===== src/rtl/rhc_pkg.sv =====
`timescale 1ns / 1ps
`default_nettype none
// ----------------------------------------------------------------------------
// rhc_pkg: shared types and constants for the rgb to hsv converter
// Holds the pixel and result word types, the hue sector codes and the
// fixed-point constants of the hue and saturation datapath.
// ----------------------------------------------------------------------------
package rhc_pkg;

   // default width of one colour channel inside the datapath
   localparam int CHANNEL_BITS = 8;

   // width of each field of the incoming pixel word
   localparam int PIXEL_BITS = 8;

   // result field widths
   localparam int HUE_BITS        = 15;
   localparam int SAT_BITS        = 8;
   localparam int BRIGHTNESS_BITS = 8;

   // hue in 1/64 degree: one sector of 60 degrees, and the full circle
   localparam int HUE_SECTOR = 3840;
   localparam int HUE_FULL   = 23040;

   // saturation scale, 255 means 1.0
   localparam int SAT_SCALE = 255;

   // sector base offsets for green and blue maxima
   localparam logic [HUE_BITS-1:0] HUE_GREEN_BASE = HUE_BITS'(2 * HUE_SECTOR);
   localparam logic [HUE_BITS-1:0] HUE_BLUE_BASE  = HUE_BITS'(4 * HUE_SECTOR);
   localparam logic [HUE_BITS-1:0] HUE_WRAP       = HUE_BITS'(HUE_FULL);

   // divider: quotient bits (hue quotient reaches 3840) and bits per stage
   localparam int QUOT_BITS  = 12;
   localparam int STEP_BITS  = 2;
   localparam int DIV_STAGES = QUOT_BITS / STEP_BITS;

   // register stages ahead of the dividers
   localparam int FRONT_STAGES = 3;

   // which channel holds the maximum, ties go red, then green, then blue
   typedef enum logic [2:0] {
      SECTOR_RED   = 3'b001,
      SECTOR_GREEN = 3'b010,
      SECTOR_BLUE  = 3'b100
   } sector_type;

   // incoming pixel word
   typedef struct packed {
      logic [PIXEL_BITS-1:0] red;
      logic [PIXEL_BITS-1:0] green;
      logic [PIXEL_BITS-1:0] blue;
   } pixel_type;

   // outgoing result word
   typedef struct packed {
      logic [HUE_BITS-1:0]        hue;
      logic [SAT_BITS-1:0]        saturation;
      logic [BRIGHTNESS_BITS-1:0] brightness;
   } hsv_type;

   // per-pixel control carried alongside the dividers
   typedef struct packed {
      sector_type                 sector;
      logic                       negative;
      logic                       grey;
      logic                       black;
      logic [BRIGHTNESS_BITS-1:0] brightness;
   } side_type;

endpackage
`default_nettype wire


===== src/rtl/rgb_to_hsv_converter.sv =====
`timescale 1ns / 1ps
`default_nettype none
// a taken word passes 3 front stages, 6 divider stages at 2 quotient bits
// each and 1 output stage before its result leaves
// throughput: one word per cycle; busy stays low, so start may be held high
// reset clears only the valid bits; words in flight at reset are dropped
// ----------------------------------------------------------------------------
// rgb_to_hsv_converter: pipelined rgb to hsv colour conversion
// Brightness is the largest channel, saturation is chroma over max scaled
// to 255, hue follows the six-sector formula in 1/64 degree units.
// ----------------------------------------------------------------------------
module rgb_to_hsv_converter #(
   parameter int CHANNEL_BITS = rhc_pkg::CHANNEL_BITS
) (
   input  wire                clock,
   input  wire                reset,
   input  wire                start,
   output logic               busy,
   input  rhc_pkg::pixel_type req_data,
   output logic               rsp_strobe,
   output rhc_pkg::hsv_type   rsp_data
);

   localparam int DIVIDEND_BITS = CHANNEL_BITS + rhc_pkg::QUOT_BITS;
   localparam int LATENCY       = rhc_pkg::FRONT_STAGES + rhc_pkg::DIV_STAGES + 1;

   logic                        front_valid;
   rhc_pkg::side_type           front_side;
   logic [DIVIDEND_BITS-1:0]    hue_num;
   logic [CHANNEL_BITS-1:0]     hue_den;
   logic [DIVIDEND_BITS-1:0]    sat_num;
   logic [CHANNEL_BITS-1:0]     sat_den;
   logic [rhc_pkg::QUOT_BITS-1:0] hue_quo;
   logic [rhc_pkg::QUOT_BITS-1:0] sat_quo;
   logic                        hue_rem_nz;
   logic                        sat_rem_nz;

   logic                        valid_ff [rhc_pkg::DIV_STAGES];
   rhc_pkg::side_type           side_ff  [rhc_pkg::DIV_STAGES];

   logic                        rsp_strobe_ff;
   rhc_pkg::hsv_type            rsp_data_ff;
   rhc_pkg::hsv_type            rsp_data_in;

   // never stalls
   assign busy = 1'b0;

   rhc_front #(
      .CHANNEL_BITS (CHANNEL_BITS)
   ) u_front (
      .clock     (clock),
      .reset     (reset),
      .in_valid  (start && !busy),
      .in_pixel  (req_data),
      .out_valid (front_valid),
      .out_side  (front_side),
      .hue_num   (hue_num),
      .hue_den   (hue_den),
      .sat_num   (sat_num),
      .sat_den   (sat_den)
   );

   // hue quotient: 3840 * |difference| / chroma
   rhc_div #(
      .DIVIDEND_BITS (DIVIDEND_BITS),
      .DIVISOR_BITS  (CHANNEL_BITS),
      .QUOT_BITS     (rhc_pkg::QUOT_BITS),
      .STEP_BITS     (rhc_pkg::STEP_BITS)
   ) u_hue_div (
      .clock       (clock),
      .dividend    (hue_num),
      .divisor     (hue_den),
      .quotient    (hue_quo),
      .rem_nonzero (hue_rem_nz)
   );

   // saturation quotient: 255 * chroma / max, remainder unused
   rhc_div #(
      .DIVIDEND_BITS (DIVIDEND_BITS),
      .DIVISOR_BITS  (CHANNEL_BITS),
      .QUOT_BITS     (rhc_pkg::QUOT_BITS),
      .STEP_BITS     (rhc_pkg::STEP_BITS)
   ) u_sat_div (
      .clock       (clock),
      .dividend    (sat_num),
      .divisor     (sat_den),
      .quotient    (sat_quo),
      .rem_nonzero (sat_rem_nz)
   );

   // control fields travel beside the dividers
   always_ff @(posedge clock) begin
      if (reset) begin
         for (int i = 0; i < rhc_pkg::DIV_STAGES; i++) begin
            valid_ff[i] <= 1'b0;
         end
      end else begin
         valid_ff[0] <= front_valid;
         for (int i = 1; i < rhc_pkg::DIV_STAGES; i++) begin
            valid_ff[i] <= valid_ff[i-1];
         end
      end
      side_ff[0] <= front_side;
      for (int i = 1; i < rhc_pkg::DIV_STAGES; i++) begin
         side_ff[i] <= side_ff[i-1];
      end
   end

   // hue assembly: sector base plus the floored signed quotient
   always_comb begin
      rhc_pkg::side_type             side;
      logic [rhc_pkg::HUE_BITS-1:0]  base;
      logic [rhc_pkg::HUE_BITS-1:0]  quo;
      logic [rhc_pkg::HUE_BITS-1:0]  up;
      side = side_ff[rhc_pkg::DIV_STAGES-1];
      quo  = rhc_pkg::HUE_BITS'(hue_quo);
      up   = rhc_pkg::HUE_BITS'(hue_rem_nz);
      case (side.sector)
         rhc_pkg::SECTOR_RED:   base = side.negative ? rhc_pkg::HUE_WRAP : '0;
         rhc_pkg::SECTOR_GREEN: base = rhc_pkg::HUE_GREEN_BASE;
         rhc_pkg::SECTOR_BLUE:  base = rhc_pkg::HUE_BLUE_BASE;
         default:               base = '0;
      endcase
      if (side.grey) begin
         rsp_data_in.hue = '0;
      end else if (side.negative) begin
         rsp_data_in.hue = base - quo - up;
      end else begin
         rsp_data_in.hue = base + quo;
      end
      rsp_data_in.saturation = side.black ? '0 : rhc_pkg::SAT_BITS'(sat_quo);
      rsp_data_in.brightness = side.brightness;
   end

   // result register
   always_ff @(posedge clock) begin
      if (reset) begin
         rsp_strobe_ff <= 1'b0;
      end else begin
         rsp_strobe_ff <= valid_ff[rhc_pkg::DIV_STAGES-1];
      end
      rsp_data_ff <= rsp_data_in;
   end

   assign rsp_strobe = rsp_strobe_ff;
   assign rsp_data   = rsp_data_ff;

   // every result word goes back to a word taken a fixed latency earlier
   a_strobe_follows_start: assert property (@(posedge clock) disable iff (reset)
      rsp_strobe |-> $past(start && !busy, LATENCY))
      else $error("result word without a matching request word");

   // hue quotient never exceeds one sector
   a_hue_quo_range: assert property (@(posedge clock) disable iff (reset)
      (valid_ff[rhc_pkg::DIV_STAGES-1] && !side_ff[rhc_pkg::DIV_STAGES-1].grey)
      |-> (hue_quo <= rhc_pkg::QUOT_BITS'(rhc_pkg::HUE_SECTOR)))
      else $error("hue quotient beyond one sector");

   // saturation quotient stays within the scale
   a_sat_quo_range: assert property (@(posedge clock) disable iff (reset)
      (valid_ff[rhc_pkg::DIV_STAGES-1] && !side_ff[rhc_pkg::DIV_STAGES-1].black)
      |-> (sat_quo <= rhc_pkg::QUOT_BITS'(rhc_pkg::SAT_SCALE)))
      else $error("saturation quotient beyond full scale");

   // hue always lands below a full circle
   a_hue_below_full: assert property (@(posedge clock) disable iff (reset)
      rsp_strobe |-> (rsp_data.hue < rhc_pkg::HUE_WRAP))
      else $error("hue at or above 360 degrees");

   // the saturation divider remainder is not needed; keep it observed
   // black divides by zero, so only a lit grey is checked
   a_sat_rem_known: assert property (@(posedge clock) disable iff (reset)
      (valid_ff[rhc_pkg::DIV_STAGES-1] && side_ff[rhc_pkg::DIV_STAGES-1].grey
       && !side_ff[rhc_pkg::DIV_STAGES-1].black)
      |-> (sat_quo == '0 && !sat_rem_nz))
      else $error("grey pixel with nonzero saturation quotient");

endmodule
`default_nettype wire


===== src/rtl/rhc_front.sv =====
`timescale 1ns / 1ps
`default_nettype none
// ----------------------------------------------------------------------------
// rhc_front: front end of the rgb to hsv pipeline
// Three register stages: input capture, max/min/chroma and sector selection,
// then scaling of the hue and saturation dividends.
// ----------------------------------------------------------------------------
module rhc_front #(
   parameter int CHANNEL_BITS = rhc_pkg::CHANNEL_BITS,
   localparam int DIVIDEND_BITS = CHANNEL_BITS + rhc_pkg::QUOT_BITS
) (
   input  wire                          clock,
   input  wire                          reset,
   input  wire                          in_valid,
   input  rhc_pkg::pixel_type           in_pixel,
   output logic                         out_valid,
   output rhc_pkg::side_type            out_side,
   output logic [DIVIDEND_BITS-1:0]     hue_num,
   output logic [CHANNEL_BITS-1:0]      hue_den,
   output logic [DIVIDEND_BITS-1:0]     sat_num,
   output logic [CHANNEL_BITS-1:0]      sat_den
);

   // stage a registers
   logic                    valid_a_ff;
   logic [CHANNEL_BITS-1:0] red_a_ff;
   logic [CHANNEL_BITS-1:0] green_a_ff;
   logic [CHANNEL_BITS-1:0] blue_a_ff;

   // stage b registers
   logic                    valid_b_ff;
   logic [CHANNEL_BITS-1:0] max_b_ff;
   logic [CHANNEL_BITS-1:0] max_b_in;
   logic [CHANNEL_BITS-1:0] chroma_b_ff;
   logic [CHANNEL_BITS-1:0] chroma_b_in;
   logic [CHANNEL_BITS-1:0] mag_b_ff;
   logic [CHANNEL_BITS-1:0] mag_b_in;
   logic                    neg_b_ff;
   logic                    neg_b_in;
   rhc_pkg::sector_type     sector_b_ff;
   rhc_pkg::sector_type     sector_b_in;

   // stage c registers
   logic                     valid_c_ff;
   rhc_pkg::side_type        side_c_ff;
   rhc_pkg::side_type        side_c_in;
   logic [DIVIDEND_BITS-1:0] hue_num_ff;
   logic [DIVIDEND_BITS-1:0] hue_num_in;
   logic [DIVIDEND_BITS-1:0] sat_num_ff;
   logic [DIVIDEND_BITS-1:0] sat_num_in;
   logic [CHANNEL_BITS-1:0]  hue_den_ff;
   logic [CHANNEL_BITS-1:0]  sat_den_ff;

   // capture the pixel word, fitted to the channel width
   always_ff @(posedge clock) begin
      if (reset) begin
         valid_a_ff <= 1'b0;
      end else begin
         valid_a_ff <= in_valid;
      end
      red_a_ff   <= CHANNEL_BITS'(in_pixel.red);
      green_a_ff <= CHANNEL_BITS'(in_pixel.green);
      blue_a_ff  <= CHANNEL_BITS'(in_pixel.blue);
   end

   // max, min, chroma and the signed difference of the sector
   always_comb begin
      logic                    r_ge_g;
      logic                    r_ge_b;
      logic                    g_ge_b;
      logic [CHANNEL_BITS-1:0] min_val;
      logic [CHANNEL_BITS-1:0] op_a;
      logic [CHANNEL_BITS-1:0] op_b;
      r_ge_g = red_a_ff >= green_a_ff;
      r_ge_b = red_a_ff >= blue_a_ff;
      g_ge_b = green_a_ff >= blue_a_ff;
      if (r_ge_g && r_ge_b) begin
         sector_b_in = rhc_pkg::SECTOR_RED;
         max_b_in    = red_a_ff;
         op_a        = green_a_ff;
         op_b        = blue_a_ff;
      end else if (g_ge_b) begin
         sector_b_in = rhc_pkg::SECTOR_GREEN;
         max_b_in    = green_a_ff;
         op_a        = blue_a_ff;
         op_b        = red_a_ff;
      end else begin
         sector_b_in = rhc_pkg::SECTOR_BLUE;
         max_b_in    = blue_a_ff;
         op_a        = red_a_ff;
         op_b        = green_a_ff;
      end
      if (!r_ge_g && !r_ge_b) begin
         min_val = red_a_ff;
      end else if (g_ge_b) begin
         min_val = blue_a_ff;
      end else begin
         min_val = green_a_ff;
      end
      if (red_a_ff <= green_a_ff && red_a_ff <= blue_a_ff) begin
         min_val = red_a_ff;
      end
      chroma_b_in = max_b_in - min_val;
      neg_b_in    = op_a < op_b;
      mag_b_in    = neg_b_in ? (op_b - op_a) : (op_a - op_b);
   end

   always_ff @(posedge clock) begin
      if (reset) begin
         valid_b_ff <= 1'b0;
      end else begin
         valid_b_ff <= valid_a_ff;
      end
      max_b_ff    <= max_b_in;
      chroma_b_ff <= chroma_b_in;
      mag_b_ff    <= mag_b_in;
      neg_b_ff    <= neg_b_in;
      sector_b_ff <= sector_b_in;
   end

   // scale the dividends by constants and collect the control fields
   always_comb begin
      hue_num_in = DIVIDEND_BITS'(mag_b_ff) * DIVIDEND_BITS'(rhc_pkg::HUE_SECTOR);
      sat_num_in = DIVIDEND_BITS'(chroma_b_ff) * DIVIDEND_BITS'(rhc_pkg::SAT_SCALE);
      side_c_in.sector     = sector_b_ff;
      side_c_in.negative   = neg_b_ff;
      side_c_in.grey       = chroma_b_ff == '0;
      side_c_in.black      = max_b_ff == '0;
      side_c_in.brightness = rhc_pkg::BRIGHTNESS_BITS'(max_b_ff);
   end

   always_ff @(posedge clock) begin
      if (reset) begin
         valid_c_ff <= 1'b0;
      end else begin
         valid_c_ff <= valid_b_ff;
      end
      side_c_ff  <= side_c_in;
      hue_num_ff <= hue_num_in;
      sat_num_ff <= sat_num_in;
      hue_den_ff <= chroma_b_ff;
      sat_den_ff <= max_b_ff;
   end

   assign out_valid = valid_c_ff;
   assign out_side  = side_c_ff;
   assign hue_num   = hue_num_ff;
   assign hue_den   = hue_den_ff;
   assign sat_num   = sat_num_ff;
   assign sat_den   = sat_den_ff;

endmodule
`default_nettype wire


===== src/rtl/rhc_div.sv =====
`timescale 1ns / 1ps
`default_nettype none
// ----------------------------------------------------------------------------
// rhc_div: pipelined restoring divider
// Produces a few quotient bits per register stage, one new division per
// cycle. The dividend must be below divisor times two to the quotient width.
// ----------------------------------------------------------------------------
module rhc_div #(
   parameter int DIVIDEND_BITS = rhc_pkg::CHANNEL_BITS + rhc_pkg::QUOT_BITS,
   parameter int DIVISOR_BITS  = rhc_pkg::CHANNEL_BITS,
   parameter int QUOT_BITS     = rhc_pkg::QUOT_BITS,
   parameter int STEP_BITS     = rhc_pkg::STEP_BITS,
   localparam int STAGES       = QUOT_BITS / STEP_BITS
) (
   input  wire                       clock,
   input  wire  [DIVIDEND_BITS-1:0]  dividend,
   input  wire  [DIVISOR_BITS-1:0]   divisor,
   output logic [QUOT_BITS-1:0]      quotient,
   output logic                      rem_nonzero
);

   logic [DIVIDEND_BITS-1:0] rem_ff [STAGES];
   logic [DIVISOR_BITS-1:0]  den_ff [STAGES];
   logic [QUOT_BITS-1:0]     quo_ff [STAGES];

   for (genvar s = 0; s < STAGES; s++) begin : g_stage
      logic [DIVIDEND_BITS-1:0] rem_src;
      logic [DIVISOR_BITS-1:0]  den_src;
      logic [QUOT_BITS-1:0]     quo_src;
      logic [DIVIDEND_BITS-1:0] rem_in;
      logic [QUOT_BITS-1:0]     quo_in;

      // stage source: the inputs, or the previous stage
      if (s == 0) begin : g_first
         assign rem_src = dividend;
         assign den_src = divisor;
         assign quo_src = '0;
      end else begin : g_next
         assign rem_src = rem_ff[s-1];
         assign den_src = den_ff[s-1];
         assign quo_src = quo_ff[s-1];
      end

      // trial subtract for each quotient bit of this stage, msb first
      always_comb begin
         logic [DIVIDEND_BITS-1:0] rem;
         logic [QUOT_BITS-1:0]     quo;
         logic [DIVIDEND_BITS-1:0] trial;
         rem = rem_src;
         quo = quo_src;
         for (int k = 0; k < STEP_BITS; k++) begin
            trial = DIVIDEND_BITS'(den_src) << (QUOT_BITS - 1 - s * STEP_BITS - k);
            if (rem >= trial) begin
               rem = rem - trial;
               quo[QUOT_BITS - 1 - s * STEP_BITS - k] = 1'b1;
            end
         end
         rem_in = rem;
         quo_in = quo;
      end

      always_ff @(posedge clock) begin
         rem_ff[s] <= rem_in;
         den_ff[s] <= den_src;
         quo_ff[s] <= quo_in;
      end
   end

   assign quotient    = quo_ff[STAGES-1];
   assign rem_nonzero = |rem_ff[STAGES-1];

endmodule
`default_nettype wire


===== config.mk =====
export PLATFORM = sky130hd
export DESIGN_NAME = rgb_to_hsv_converter
export DESIGN_NICKNAME = d
export VERILOG_FILES = /design/src/rtl/rhc_pkg.sv /design/src/rtl/rgb_to_hsv_converter.sv /design/src/rtl/rhc_front.sv /design/src/rtl/rhc_div.sv
export SDC_FILE = /design/constraint.sdc
export NUM_CORES = 1
export LEC_CHECK = 0
export BUFFER_PORTS_ARGS = -buffer_cell sky130_fd_sc_hd__buf_2
export CAP_MARGIN = 20
export CORE_MARGIN = 2
export CORE_UTILIZATION = 58
export CTS_BUF_LIST = sky130_fd_sc_hd__clkbuf_4 sky130_fd_sc_hd__clkbuf_8 sky130_fd_sc_hd__clkbuf_16
export CTS_CLUSTER_DIAMETER = 60
export DETAILED_ROUTE_END_ITERATION = 10
export PLACE_DENSITY = 0.78
export SLEW_MARGIN = 25
export SYNTH_ARGS = -nofsm -noshare
export SYNTH_HDL_FRONTEND = slang
export SYNTH_SLANG_ARGS = --single-unit
export TNS_END_PERCENT = 1

===== constraint.sdc =====
create_clock -name clock -period 4.9 [get_ports clock]
set_clock_uncertainty 0.2 [all_clocks]
set_input_delay 0.245 -clock clock [delete_from_list [all_inputs] [get_ports clock]]
set_output_delay 0.245 -clock clock [all_outputs]
set_load 0.005 [all_outputs]

==> impl_metrics.ini <==
[status]
status = completed

[sta]
hold_viol_final = 0
fmax_mhz = 207.9
worst_slew_margin_rel_pct = 55.84
setup_violations = 0
layout_min_cycle_time_ps = 4809
worst_pin_slew_ps = 655.5
slew_viol_final = 0
rsz0062_at_grt = true
fin_crit_sh_pct = 98.14

[routing]
wl_mm = 66.77
drt_iter0_markers = 1108
route.detailed.drc = 0
viasPerCell = 5.586
vias = 23620
wl_per_cell_um = 15.79
antenna_left = 0
firstDrtPassIters = 5

[layout]
multiInputGateArea_um2 = 17860
fillers = 3827
antennaDiodeCount = 0
area_growth_pct = 16.41
utilization_pct = 68.23
nets = 3911
final_cell_mix = 508 x dfxtp_1, 326 x inv_1, 305 x ha_1
drive_gt1_share_pct = 14.17
register_area_um2 = 10320
final_common_cell = dfxtp_1

[placement]
numPortBuffers = 58
gp_routability_congestion = 0.9018
dp_hpwl_mm = 50.63

[global_routing]
gr-total-overflow = 0
grt_pass1_vias = 24310
grt_max_degree = 43
antenna_found_initial = 0
grt_pass1_wl_mm = 110.9
grt_usage_pct = 24.91

[worst_setup_path]
crit_arrival_ps = 5100
crit_type = reg -> reg
critPathMaxFanout = 7
cp-end-kind = register
cp_data_required_time_ps = 5190
start_kind = register

[synthesis]
syn-instance-count = 3254
ys_types = 95
syn-cell-area_um2 = 29340
synth_fp_nets = 3655
ys_async_sr_fraction_pct = 0
ys_seq_area_share_pct = 35.13
synth_top_cell_area_share_pct = 35.13
synth_top_cell_by_area = dfxtp_1
synth_edf_count = 0
ys.warnings.count = 0
syn_area_per_cell_um2 = 9.018
synthTopCellsByArea = dfxtp_1 35%, ha_1 13%, fa_1 4.5%
synth_top_flop_cell = dfxtp_1
ys_ff_latch = 515

[floorplanning]
ios = 60
die-width_um = 228.9
dieArea_um2 = 52410
initial_core_util_pct = 58.61
fp.coreArea_um2 = 50070
floorplan.rows = 82
die_h_um = 228.9

[clock_network]
htreeDepth = 2
clock_latency_ps = 610
clk_pin_slew_ps = 60
cts_made_buffers = 56
cts.sinks = 515
cts_tree = built
root_buffer = clkbuf_16
clockBufferDepth = 3

[worst_hold_path]
holdCritPathClass = in -> reg

[flow_run]
cap_violations = 0
kinds of logic after synthesis:
| logic type | Yosys count | synth area share (%) |
|---|---|---|
| AO/OA/AOI/OAI | 710 | 15.21 |
| XOR/XNOR | 221 | 6.596 |
| adder cells (fa/ha/maj) | 374 | 17.64 |
| buffers and inverters | 389 | 5.117 |
| flip-flops | 515 | 35.13 |
| multiplexers | 125 | 4.511 |
| other | 1 | 0.01278 |
| AND/OR/NAND/NOR | 919 | 15.78 |
synth_stat cells, drive strengths merged, types with 42 or more instances:
cell type	instances
a21oi	217
fa	66
nor2	282
nand3	52
xor2	71
dfxtp	515
mux2i	67
nand2	192
xnor2	150
ha	308
a21o	62
mux2	58
nor3	73
o21a	42
o21ai	189
nor2b	78
inv	330
path summary, 6_finish.rpt:
| kind | slack [ps] | start | cells past startpoint | endpoint |
|---|---|---|---|---|
| worst max-delay path | 90 | u_front.green_a_ff[0] | 25 | u_front.mag_b_ff[5] |
| worst min-delay path | 70 | req_data[12] | 2 | u_front.green_a_ff[4] |
| worst max register to register | 90 | u_front.green_a_ff[0] | 25 | u_front.mag_b_ff[5] |
| worst min register to register | 120 | u_hue_div.quo_ff[3][6] | 0 | u_hue_div.quo_ff[4][6] |
per-layer routing:
metal / part of all wire (%) / GRT usage [%] / vias to the layer above
met4: 4.4 / 11.91 / 0
li1: - / - / 11800
met5: 0 / 0 / -
met3: 3.2 / 3.081 / 197
met1: 42 / 28.03 / 11110
met2: 51 / 46.39 / 512
worst max-delay path: stages, from the launching register on:
cell and delay (ps):
dfxtp_2 390, inv_1 60, ha_1 280, nand2b_1 150, a21o_1 140, a21oi_1 80, nor2b_1 150, o211ai_1 170
a21oi_4 380, buf_4 240, mux2i_1 260, a21oi_2 100, ha_1 310, nor2b_2 160, o21ai_1 170, a21oi_1 90
o21ai_1 150, a21oi_1 80, buf_4 170, buf_4 170, buf_4 130, o21ai_0 90, nand2_1 100, a21oi_2 190
o221ai_2 140, xor2_1 160
repair_timing:
item | 4_1_cts | 5_1_grt
endpoints found under the hold margin | 34 | 0
pin swaps | 2 | 22
setup endpoints to repair | 31 | 129
hold buffers | 27 | 0
gates resized for setup | 13 | 106
gates cloned | 0 | 2
setup buffers | 0 | 22
metrics by stage:
step	setup WS, ps	hold WS [ps]	TNS [ps]	cells	area (um^2)
finish	90.91	70.13	0	4228	34160
global route	-139.5	67.94	-1275	4228	34160
CTS	-46.38	41.33	-62.01	4204	33650
detailed placement	-59.70	112.1	-674.3	4073	31380
global placement	-4.482	110.1	-6.256	4073	31380
floorplan	-23.79	72.72	-143.0	3254	29350
area by class of cell:
class                   instances  share of cell area (%)
inverters                     332                   3.666
flip-flops and latches        515                   30.21
clock inverters                34                   1.168
clock buffers                  70                   4.626
repair buffers                255                   5.567
well taps                     672                   2.461
multi-input cells            2350                   52.30
state kept, by name (all words and copies together) (netlist names), 3 cells and up:
register             count
u_sat_div.quo_ff        20
u_front.out_side        14
u_front.red_a_ff         8
u_front.max_b_ff         8
u_front.green_a_ff       8
u_front.mag_b_ff         8
u_sat_div.rem_ff        98
u_front.sat_num         15
u_hue_div.quo_ff        42
rsp_data                31
valid_ff                 6
side_ff                 77
u_hue_div.rem_ff        92
u_sat_div.den_ff         7
u_hue_div.den_ff        37
u_front.blue_a_ff        8
u_front.chroma_b_ff      8
u_front.sector_b_ff      3
u_front.hue_den          8
u_front.hue_num         12
Power is left out: the tool's default activity adds up to more than one toggle a clock period on the data nets, which glitch-free logic cannot reach.
